--- src/hdl/cubic_hermite_spline_eval_core_defines.svh ---
// assertion macros used by the multiply-divide unit of the spline evaluator rtl
// no dependencies
`ifndef CUBIC_HERMITE_SPLINE_EVAL_CORE_DEFINES_SVH
`define CUBIC_HERMITE_SPLINE_EVAL_CORE_DEFINES_SVH

// same-cycle implication, disabled during reset
`define CHSE_ASSERT_IMP(lbl, clk, rst_n, ante, cons, msg) \
    lbl: assert property (@(posedge clk) disable iff (!rst_n) (ante) |-> (cons)) \
        else $error(msg);

// next-cycle implication, disabled during reset
`define CHSE_ASSERT_NXT(lbl, clk, rst_n, ante, cons, msg) \
    lbl: assert property (@(posedge clk) disable iff (!rst_n) (ante) |=> (cons)) \
        else $error(msg);

`endif

--- src/hdl/chse_pkg.sv ---
// shared types, codes and constants of the cubic hermite spline evaluator
// no dependencies
package chse_pkg;

    localparam int MAX_KNOTS_DEF  = 16;
    localparam int DATA_WIDTH_DEF = 16;
    localparam int FRAC_BITS_DEF  = 12;

    localparam int WIDE_W = 64;
    localparam logic signed [WIDE_W-1:0] WIDE_MAX = 64'sh1FFF_FFFF_FFFF_FFFF;

    localparam int KIDX_W     = 4;
    localparam int KC_W       = 5;
    localparam int SEG_OUT_W  = 4;
    localparam int CFG_IDX_W  = 1;
    localparam int CFG_DATA_W = 5;

    localparam logic [CFG_IDX_W-1:0] REG_KNOT_COUNT = 1'd0;
    localparam logic [CFG_IDX_W-1:0] REG_CLAMP_UNIT = 1'd1;

    localparam logic CMD_WRITE = 1'b0;
    localparam logic CMD_EVAL  = 1'b1;

    // knot table read slots
    localparam int NSLOT = 6;
    localparam logic [2:0] SLOT_LO0  = 3'd0;
    localparam logic [2:0] SLOT_HI0  = 3'd1;
    localparam logic [2:0] SLOT_LO1  = 3'd2;
    localparam logic [2:0] SLOT_HI1  = 3'd3;
    localparam logic [2:0] SLOT_SI   = 3'd4;
    localparam logic [2:0] SLOT_SI1  = 3'd5;
    localparam logic [2:0] SLOT_SRCH = 3'd6;

    // mul-div operand sets
    localparam logic [2:0] MD_M0 = 3'd0;
    localparam logic [2:0] MD_M1 = 3'd1;
    localparam logic [2:0] MD_U  = 3'd2;
    localparam logic [2:0] MD_H0 = 3'd3;
    localparam logic [2:0] MD_HA = 3'd4;

    // accumulator operations
    localparam logic [2:0] ACC_HOLD  = 3'd0;
    localparam logic [2:0] ACC_LOAD  = 3'd1;
    localparam logic [2:0] ACC_ADD   = 3'd2;
    localparam logic [2:0] ACC_ST_A0 = 3'd3;
    localparam logic [2:0] ACC_ST_A1 = 3'd4;

    // accumulator sources
    localparam logic [3:0] SRC_D2  = 4'd0;
    localparam logic [3:0] SRC_D3  = 4'd1;
    localparam logic [3:0] SRC_M0  = 4'd2;
    localparam logic [3:0] SRC_NM0 = 4'd3;
    localparam logic [3:0] SRC_M1  = 4'd4;
    localparam logic [3:0] SRC_NM1 = 4'd5;
    localparam logic [3:0] SRC_A1  = 4'd6;
    localparam logic [3:0] SRC_P0  = 4'd7;
    localparam logic [3:0] SRC_MD  = 4'd8;

    typedef struct packed {
        logic       q_load;
        logic       knot_wr;
        logic       seg_init;
        logic       seg_dec;
        logic       rd_en;
        logic [2:0] rd_slot;
        logic       cap_en;
        logic       md_start;
        logic [2:0] md_sel;
        logic [2:0] acc_op;
        logic [3:0] acc_src;
        logic       out_load;
    } t_cmd;

    typedef struct packed {
        logic srch_go;
        logic err;
        logic md_done;
    } t_stat;

    function automatic logic signed [WIDE_W-1:0] sat_wide(input logic signed [WIDE_W:0] s);
        logic signed [WIDE_W:0] hi;
        logic signed [WIDE_W:0] lo;
        hi = (WIDE_W+1)'(WIDE_MAX);
        lo = -hi;
        if (s > hi) begin
            return WIDE_MAX;
        end else if (s < lo) begin
            return -WIDE_MAX;
        end
        return WIDE_W'(s);
    endfunction

endpackage

--- src/hdl/chse_ctrl.sv ---
// controller of the spline evaluator: handshakes, segment search, knot reads
// and the step sequence of the arithmetic; depends on chse_pkg
module chse_ctrl import chse_pkg::*; (
    input  logic  i_clk,
    input  logic  i_rst_n,
    input  logic  i_in_valid,
    output logic  o_in_ready,
    input  logic  i_command,
    output logic  o_out_valid,
    input  logic  i_out_ready,
    input  t_stat i_stat,
    output t_cmd  o_cmd
);

    localparam logic [3:0] S_IDLE    = 4'd0;
    localparam logic [3:0] S_SRCH_A  = 4'd1;
    localparam logic [3:0] S_SRCH_C  = 4'd2;
    localparam logic [3:0] S_RD_A    = 4'd3;
    localparam logic [3:0] S_RD_C    = 4'd4;
    localparam logic [3:0] S_CHK     = 4'd5;
    localparam logic [3:0] S_STEP    = 4'd6;
    localparam logic [3:0] S_MD_WAIT = 4'd7;
    localparam logic [3:0] S_DONE    = 4'd8;

    localparam int STEP_W = 5;
    localparam logic [STEP_W-1:0] LAST_STEP = 5'd20;

    logic [3:0]        r_state;
    logic [3:0]        n_state;
    logic [2:0]        r_slot;
    logic [2:0]        n_slot;
    logic [STEP_W-1:0] r_step;
    logic [STEP_W-1:0] n_step;
    logic              r_out_valid;
    logic              n_out_valid;

    logic       st_md;
    logic [2:0] st_md_sel;
    logic [2:0] st_acc_op;
    logic [3:0] st_acc_src;
    logic       fire;

    // step program: three mul-divs, coefficient sums, then horner
    always_comb begin
        st_md      = 1'b0;
        st_md_sel  = MD_M0;
        st_acc_op  = ACC_HOLD;
        st_acc_src = SRC_D2;
        unique case (r_step)
            5'd0:  begin st_md = 1'b1; st_md_sel = MD_M0; end
            5'd1:  begin st_md = 1'b1; st_md_sel = MD_M1; end
            5'd2:  begin st_md = 1'b1; st_md_sel = MD_U;  end
            5'd3:  begin st_acc_op = ACC_LOAD; st_acc_src = SRC_D2;  end
            5'd4:  begin st_acc_op = ACC_ADD;  st_acc_src = SRC_M0;  end
            5'd5:  begin st_acc_op = ACC_ADD;  st_acc_src = SRC_M1;  end
            5'd6:  begin st_acc_op = ACC_ST_A0; end
            5'd7:  begin st_acc_op = ACC_LOAD; st_acc_src = SRC_D3;  end
            5'd8:  begin st_acc_op = ACC_ADD;  st_acc_src = SRC_NM0; end
            5'd9:  begin st_acc_op = ACC_ADD;  st_acc_src = SRC_NM0; end
            5'd10: begin st_acc_op = ACC_ADD;  st_acc_src = SRC_NM1; end
            5'd11: begin st_acc_op = ACC_ST_A1; end
            5'd12: begin st_md = 1'b1; st_md_sel = MD_H0; end
            5'd13: begin st_acc_op = ACC_LOAD; st_acc_src = SRC_MD;  end
            5'd14: begin st_acc_op = ACC_ADD;  st_acc_src = SRC_A1;  end
            5'd15: begin st_md = 1'b1; st_md_sel = MD_HA; end
            5'd16: begin st_acc_op = ACC_LOAD; st_acc_src = SRC_MD;  end
            5'd17: begin st_acc_op = ACC_ADD;  st_acc_src = SRC_M0;  end
            5'd18: begin st_md = 1'b1; st_md_sel = MD_HA; end
            5'd19: begin st_acc_op = ACC_LOAD; st_acc_src = SRC_MD;  end
            5'd20: begin st_acc_op = ACC_ADD;  st_acc_src = SRC_P0;  end
            default: begin end
        endcase
    end

    assign o_in_ready = (r_state == S_IDLE);
    assign fire       = i_in_valid && o_in_ready;

    always_comb begin
        o_cmd       = '0;
        o_cmd.md_sel  = st_md_sel;
        o_cmd.acc_src = st_acc_src;
        o_cmd.rd_slot = r_slot;
        n_state     = r_state;
        n_slot      = r_slot;
        n_step      = r_step;
        n_out_valid = r_out_valid && !i_out_ready;
        unique case (r_state)
            S_IDLE: begin
                if (fire) begin
                    if (i_command == CMD_EVAL) begin
                        o_cmd.q_load   = 1'b1;
                        o_cmd.seg_init = 1'b1;
                        n_state        = S_SRCH_A;
                    end else begin
                        o_cmd.knot_wr = 1'b1;
                    end
                end
            end
            S_SRCH_A: begin
                o_cmd.rd_en   = 1'b1;
                o_cmd.rd_slot = SLOT_SRCH;
                n_state       = S_SRCH_C;
            end
            S_SRCH_C: begin
                o_cmd.rd_slot = SLOT_SRCH;
                if (i_stat.srch_go) begin
                    o_cmd.seg_dec = 1'b1;
                    n_state       = S_SRCH_A;
                end else begin
                    n_slot  = SLOT_LO0;
                    n_state = S_RD_A;
                end
            end
            S_RD_A: begin
                o_cmd.rd_en = 1'b1;
                n_state     = S_RD_C;
            end
            S_RD_C: begin
                o_cmd.cap_en = 1'b1;
                if (r_slot == SLOT_SI1) begin
                    n_state = S_CHK;
                end else begin
                    n_slot  = r_slot + 3'd1;
                    n_state = S_RD_A;
                end
            end
            S_CHK: begin
                n_step  = '0;
                n_state = i_stat.err ? S_DONE : S_STEP;
            end
            S_STEP: begin
                if (st_md) begin
                    o_cmd.md_start = 1'b1;
                    n_state        = S_MD_WAIT;
                end else begin
                    o_cmd.acc_op = st_acc_op;
                    if (r_step == LAST_STEP) begin
                        n_state = S_DONE;
                    end else begin
                        n_step = r_step + STEP_W'(1);
                    end
                end
            end
            S_MD_WAIT: begin
                if (i_stat.md_done) begin
                    n_step  = r_step + STEP_W'(1);
                    n_state = S_STEP;
                end
            end
            S_DONE: begin
                // a waiting result must be taken before the next one is loaded
                if (!r_out_valid || i_out_ready) begin
                    o_cmd.out_load = 1'b1;
                    n_out_valid    = 1'b1;
                    n_state        = S_IDLE;
                end
            end
            default: begin
                n_state = S_IDLE;
            end
        endcase
    end

    always_ff @(posedge i_clk) begin
        if (!i_rst_n) begin
            r_state     <= S_IDLE;
            r_slot      <= SLOT_LO0;
            r_step      <= '0;
            r_out_valid <= 1'b0;
        end else begin
            r_state     <= n_state;
            r_slot      <= n_slot;
            r_step      <= n_step;
            r_out_valid <= n_out_valid;
        end
    end

    assign o_out_valid = r_out_valid;

endmodule

--- config.mk ---
export PLATFORM = sky130hd
export DESIGN_NAME = chse_ctrl
export DESIGN_NICKNAME = d
export VERILOG_FILES = /design/src/hdl/cubic_hermite_spline_eval_core_defines.svh /design/src/hdl/chse_pkg.sv /design/src/hdl/chse_ctrl.sv
export SDC_FILE = /design/constraint.sdc
export NUM_CORES = 1
export LEC_CHECK = 0
export BUFFER_PORTS_ARGS = -buffer_cell sky130_fd_sc_hd__buf_2
export CORE_MARGIN = 4
export CORE_UTILIZATION = 45
export CTS_BUF_LIST = sky130_fd_sc_hd__clkbuf_4
export DETAILED_ROUTE_END_ITERATION = 7
export PLACE_DENSITY = 0.72
export SLEW_MARGIN = 20
export SYNTH_ARGS = -nofsm -noshare
export SYNTH_HDL_FRONTEND = slang
export SYNTH_SLANG_ARGS = --single-unit
--- constraint.sdc ---
create_clock -name i_clk -period 3.1 [get_ports i_clk]
set_input_delay 0.62 -clock i_clk [delete_from_list [all_inputs] [get_ports i_clk]]
set_output_delay 0.62 -clock i_clk [all_outputs]
set_load 0.02 [all_outputs]
==> results.md, run 1 <==
- Hold_buf cts: 0
- Syn nets: between 150 and 200
- Number of buffers created by CTS: 3
- First-pass GRT wire length: 5.11 mm
- Mapped Cells: around 170
- Synth warnings: 0
- Starting density of the core: 0.485
- Min-delay src: r_slot[1]
- Clock slew at reported path FFs: about 70 ps
- Setup TNS: 0 ps
- Routed via count: between 1000 and 1500
- Count leader, synth: nor2_1
- GRT overflow: 0
- CP max FO: 7
- Final nets: between 200 and 250
- Total GRT Usage: 0.184
- Post-synth EDFFs: 0
- Area grow syn2layout: 15.3%
- Fin crit share: 0.941
- Avg Cell Area, Syn: approximately 7.5 sq um
- Htree depth: 1
- Drt drc: 0
- Post-synth top cells: 20 x nor2_1, 15 x nand2_1, 13 x dfxtp_1
- Worst EP required: approximately 2500 ps
- Vias/cell: just under 6
- HP Class: flip-flop to flip-flop
- Final setup violation count: 0
- Crit Path Class: flip-flop to primary output
- Register area share after synthesis: 0.211
- Post-DP HPWL: ~2.5 mm
- Crit path time final: 2920 ps
- FF-to-FF path depth: 7
- R2r setup slk: approximately 650 ps
- # clock sinks: 13
- Number of DRC markers in iteration 0: between 50 and 60
- Reg2reg end: r_step[3]
- Peak VDD IR: 0.000200 V
- Clk_skew: 19.2 ps
- Mapped Area: between 1000 and 1500 sq um
- Power per cell area: just over 300 nW/um^2
- Min-Delay Path Depth: 2
- WHS Endpoint: r_slot[1]
- Crit path DAT: roughly 2300 ps
- Ant diodes: 0
- Total power draw: approximately 0.00043 W
- Final core utilization: 0.559
- Final ANT Viol Nets: 0
- Total wire length: ~3.2 mm
- Largest net degree at the start of global routing: 16
- Die footprint: around 3600 sq um
- IO buf count: 30
- Lkg Pwr: approximately 0.62 nW
- Critical path capture point type: primary output
- Die Span X: just over 60 um
- Pre-antenna DRT Iters: 4
- Core area: between 2000 and 3000 sq um
- Post-synth ARST share: 0
- Post-synth top flop: dfxtp_1
- Critical Path Start Type: flip-flop
- Cts repair resizes: 0
- GP Congestion: between 0.8 and 0.9
- I/O Pins: 31
- Distinct cells, synth: 54
- Maximum root-to-sink buffer count: 2
- Hold Violations, Final: 0
- Fraction of layout instances using a drive strength above 1: 0.257
- Outcome: finished clean
- CTS Root Cell: clkbuf_4
- Area contributors post-synth: dfxtp_1 21%, ha_1 6.1%, nor2_1 6.1%
- Area fraction of the dominant cell type after synthesis: 0.211
- Later-pin clock latency in the skew report: roughly 280 ps
- Yosys top cell by area: dfxtp_1
- Height of the die: around 60 um
- Row Count: 18
- Vias in the first global route: 1185
- Initial antenna violation count: 0
- RSZ-0062 raised after global routing: false
- DR WL/cell: ~14 um
- Final Slew Violations: 0
- Post-CTS setup buffers: 0
- Achievable Freq: 0.343 GHz
- CTS tree: built
- Seq cells post-synth: 13
- Least-Margin Pin Slew: about 520 ps
- MaxCap Viol Count: 0
- R2r startpoint: r_step[0]
- Max_slew headroom: 0.650
## kinds of logic (layout without fill, tap and decap cells)
family,after synthesis,count (layout),synth area share
XOR/XNOR,3,3,0.0213
buffers and inverters,21,47,0.0781
adder cells (fa/ha/maj),6,6,0.0609
multiplexers,3,3,0.0294
AO/OA/AOI/OAI,40,40,0.237
flip-flops,13,13,0.211
AND/OR/NAND/NOR,79,79,0.362
## placed cells by master, fill, tap and decap left out, types with 3 or more instances in the layout
master / synthesis / layout
buf_2: 2 / 30
nor2_1: 20 / 20
nand2_1: 15 / 15
dfxtp_1: 13 / 13
inv_1: 10 / 10
a21oi_1: 8 / 8
nor3_1: 6 / 6
nor2b_1: 6 / 6
ha_1: 6 / 6
o21ai_0: 5 / 5
nand3_1: 5 / 4
o22ai_1: 4 / 4
clkbuf_4: 0 / 4
nor4_1: 3 / 3
a22oi_1: 3 / 3
nand2b_1: 3 / 3
o21ai_1: 3 / 3
## sequential cells by signal, indices dropped and copies added, names as in the netlist
name and count:
o_out_valid 1, r_state 4, r_slot 3, r_step 5
## stage by stage
stage | instances | area, sq um | hold slack [ps] | setup WS (ps)
CTS | 221 | 1410 | 561 | 105
floorplan | 165 | 1230 | 497 | 342
detailed placement | 217 | 1380 | 544 | 415
global placement | 217 | 1380 | 530 | 513
finish | 221 | 1420 | 557 | 182
global route | 221 | 1420 | 611 | 7.26
## area by class of cell
| type | count | area (sq um) |
|---|---|---|
| Fill cell | 256 | 1120 |
| Inverter | 11 | 41.3 |
| Clock buffer | 4 | 30.0 |
| Timing Repair Buffer | 32 | 165 |
| Multi-Input combinational cell | 131 | 888 |
| Sequential cell | 13 | 260 |
| Tap cell | 30 | 37.5 |
## critical path: stages (launching register included)
cell,delay [ps]
dfxtp_1,360
inv_1,100
ha_1,290
or3b_1,420
a21o_1,240
a21oi_1,370
buf_2,250
## where the power goes
group / total (W) / switching (W) / leakage [nW] / internal (W)
clock network: 0.000116 / 0.0000570 / 0.0184 / 0.0000586
logic: 0.000125 / 0.0000767 / 0.497 / 0.0000479
registers: 0.000191 / 0.0000185 / 0.105 / 0.000173
total: 0.000431 / 0.000152 / 0.621 / 0.000279
## how the worst max path moves through the flow
stage | from | cells after the start | slack [ps] | to
3_5_place_dp | r_step[0] | 7 | 420 | o_cmd[6]
4_1_cts | r_step[0] | 7 | 110 | o_cmd[6]
2_1_floorplan | r_step[0] | 6 | 340 | o_cmd[6]
3_3_place_gp | r_step[0] | 7 | 510 | o_cmd[6]
5_1_grt | r_step[0] | 7 | 7 | o_cmd[6]
6_report | r_step[0] | 6 | 180 | o_cmd[11]
## per-layer routing
layer	GRT usage	vias to the layer above	wire length [um]
met5	0	-	0
met4	0.0633	0	19
met3	0.0277	2	167
met2	0.332	45	1620
met1	0.220	595	1340
li1	-	652	-
Note: power is estimated with default switching activity, not from simulation.
==> run 2, diff against run 1 <==
RECOVER_POWER = 25   (was unset)
==> run 2 against run 1 <==
Net effect:
- global-route usage unchanged
- critical path depth unchanged
- combinational power about the same
- routed wire length down 0.79%
- clock-buffer cell count unchanged
- sequential share of layout area up 0.15 points
- register-to-register slack about the same
- die area unchanged
- sequential power about the same
- flip-flop and latch count unchanged
- cell area down 0.79%
- clock power about the same
- critical endpoint unchanged
==> results.md, run 2 (same netlist as run 1, synthesis figures left out) <==
- Clock share of power: 0.270
- Sequential share of power: 0.444
- Cell Area, Placed: about 1400 sq um
- Top Usage Layer GRT: met2
- DR WL/cell: approximately 14 um
- Crit-path cells: inv_1 > ha_1 > or3b_1 > a21o_1 > a21oi_1 > buf_2
- Critical path capture point type: primary output
- Crit Path Class: flip-flop to primary output
- Area grow syn2layout: 14.4%
- Final Slew Violations: 0
- RSZ-0062 raised after global routing: false
- Row Count: 18
- Drt drc: 0
- CP max FO: 7
- Crit path time final: 2910 ps
- Total GRT Usage: 0.184
- Hold Violations, Final: 0
- First-pass GRT wire length: approximately 5.1 mm
- Largest net degree at the start of global routing: 16
- Total power draw: approximately 0.00043 W
- Starting density of the core: 0.485
- Net Sw Frac: 0.353
- Critical Path Start Type: flip-flop
- Core area: approximately 2500 sq um
- Total wire length: 3.13 mm
- Maximum root-to-sink buffer count: 2
- # clock sinks: 13
- Pre-antenna DRT Iters: 5
- I/O Pins: 31
- Final nets: 206
- Fin crit share: 0.939
- Clock slew at reported path FFs: approximately 70 ps
- Post-route cell area: 1410 sq um
- Power per cell area: approximately 300 nW/um^2
- Crit path max-delay cell type: or3b_1
- Global Route met2 Usage: 0.332
- IO buf count: 30
- Fraction of layout instances using a drive strength above 1: 0.230
- Register with the most flip-flops: r_step
- GRT overflow: 0
- Ant diodes: 0
- Number of buffers created by CTS: 3
- Htree depth: 1
- Clk_skew: approximately 19 ps
- Later-pin clock latency in the skew report: approximately 280 ps
- Least-Margin Pin Slew: 731 ps
- Slowest stage delay, CP: about 420 ps
- Non-Filler Instances: 221
- Worst EP required: around 2500 ps
- Top cell family by delay on the critical path: compound AO/OA/AOI/OAI gates
- Post-Place Cells: 217
- Final setup violation count: 0
- Most frequent cells in the layout: 26 x buf_2, 20 x nor2_1, 15 x nand2_1
- Setup TNS: 0 ps
- Vias/cell: between 5 and 6
- MaxCap Viol Count: 0
- Cts repair resizes: 0
- CTS Root Cell: clkbuf_4
- Max FFs per register: 5
- Final ANT Viol Nets: 0
- GP Congestion: 0.882
- Hold_buf cts: 0
- Routed via count: approximately 1300
- Largest regs: r_step: 5 flops, r_state: 4 flops, r_slot: 3 flops
- Initial antenna violation count: 0
- Met3 Use GR: 0.0277
- Crit path DAT: 2290 ps
- Die footprint: 3640 sq um
- HP Class: flip-flop to flip-flop
- Buf/Inv on CP: 2
- Power share of the combinational group: 0.286
- Switching Power: roughly 0.00015 W
- Achievable Freq: approximately 0.34 GHz
- Peak VDD IR: approximately 0.00020 V
- Fin Hold WS: about 560 ps
- Met1 Resource Use GR: 0.220
- Fillcell total: 260
- CTS tree: built
- Die Span X: 60.4 um
- Lkg Pwr: between 0.6 and 0.7 nW
- Post-CTS setup buffers: 0
- Cell-internal power: roughly 0.00028 W
- Number of DRC markers in iteration 0: 47
- Max_slew headroom: 0.506
- Commonest non-fill, non-tap cell in the layout: buf_2
- Height of the die: slightly above 60 um
- Vias in the first global route: between 1000 and 1500
- Outcome: finished clean
- Post-DP HPWL: roughly 2.5 mm
## run 2: cell types whose count changed in the layout (fill, tap and decap cells not counted), sizes merged
cell	change
clkbuf	+4
buf	-4
## run 2: metrics by stage
stage	worst slack, ps	util
6_report	189	0.555
5_1_grt	7.26	0.555
4_1_cts	105	0.555
3_5_place_dp	415	0.543
3_3_place_gp	513	0.543
2_1_floorplan	342	-
## run 2: metal layers
layer | part of all wire | vias to the layer above
li1 | - | 652
met1 | 0.43 | 585
met2 | 0.51 | 50
met3 | 0.054 | 4
met4 | 0.0067 | 0
met5 | 0 | -
## run 2: power by group through the flow
stage	Combinational, W	Sequential [W]	Clock [W]
floorplan	0.000101	0.000181	0
global placement	0.000121	0.000194	0
detailed placement	0.000125	0.000195	0
CTS	0.000125	0.000191	0.000118
global route	0.000137	0.000192	0.000126
finish	0.000122	0.000190	0.000116
## run 2: worst paths after layout
| path | cells after the start | from | endpoint | slack (ps) |
|---|---|---|---|---|
| worst max-delay path | 6 | r_step[0] | o_cmd[11] | 190 |
| worst min-delay path | 2 | r_slot[1] | r_slot[1] | 560 |
| worst max register to register | 7 | r_step[0] | r_step[3] | 650 |
| worst min register to register | 2 | r_slot[1] | r_slot[1] | 560 |
## run 2: final cells by class
cell class,count,area [sq um],area share
clock buffers,4,30.0,0.0213
inverters,11,41.3,0.0293
multi-input cells,131,882,0.625
flip-flops and latches,13,260,0.184
well taps,30,37.5,0.0266
repair buffers,32,160,0.113
## run 2: worst register-to-register path: cells and delay by family, from the launching register on
kind            cells  cell delay (ps)
buf+inv             1               90
mux                 1              320
simple gates        2              460
fa+ha+maj           1              280
compound gates      2              770
flops               1              420
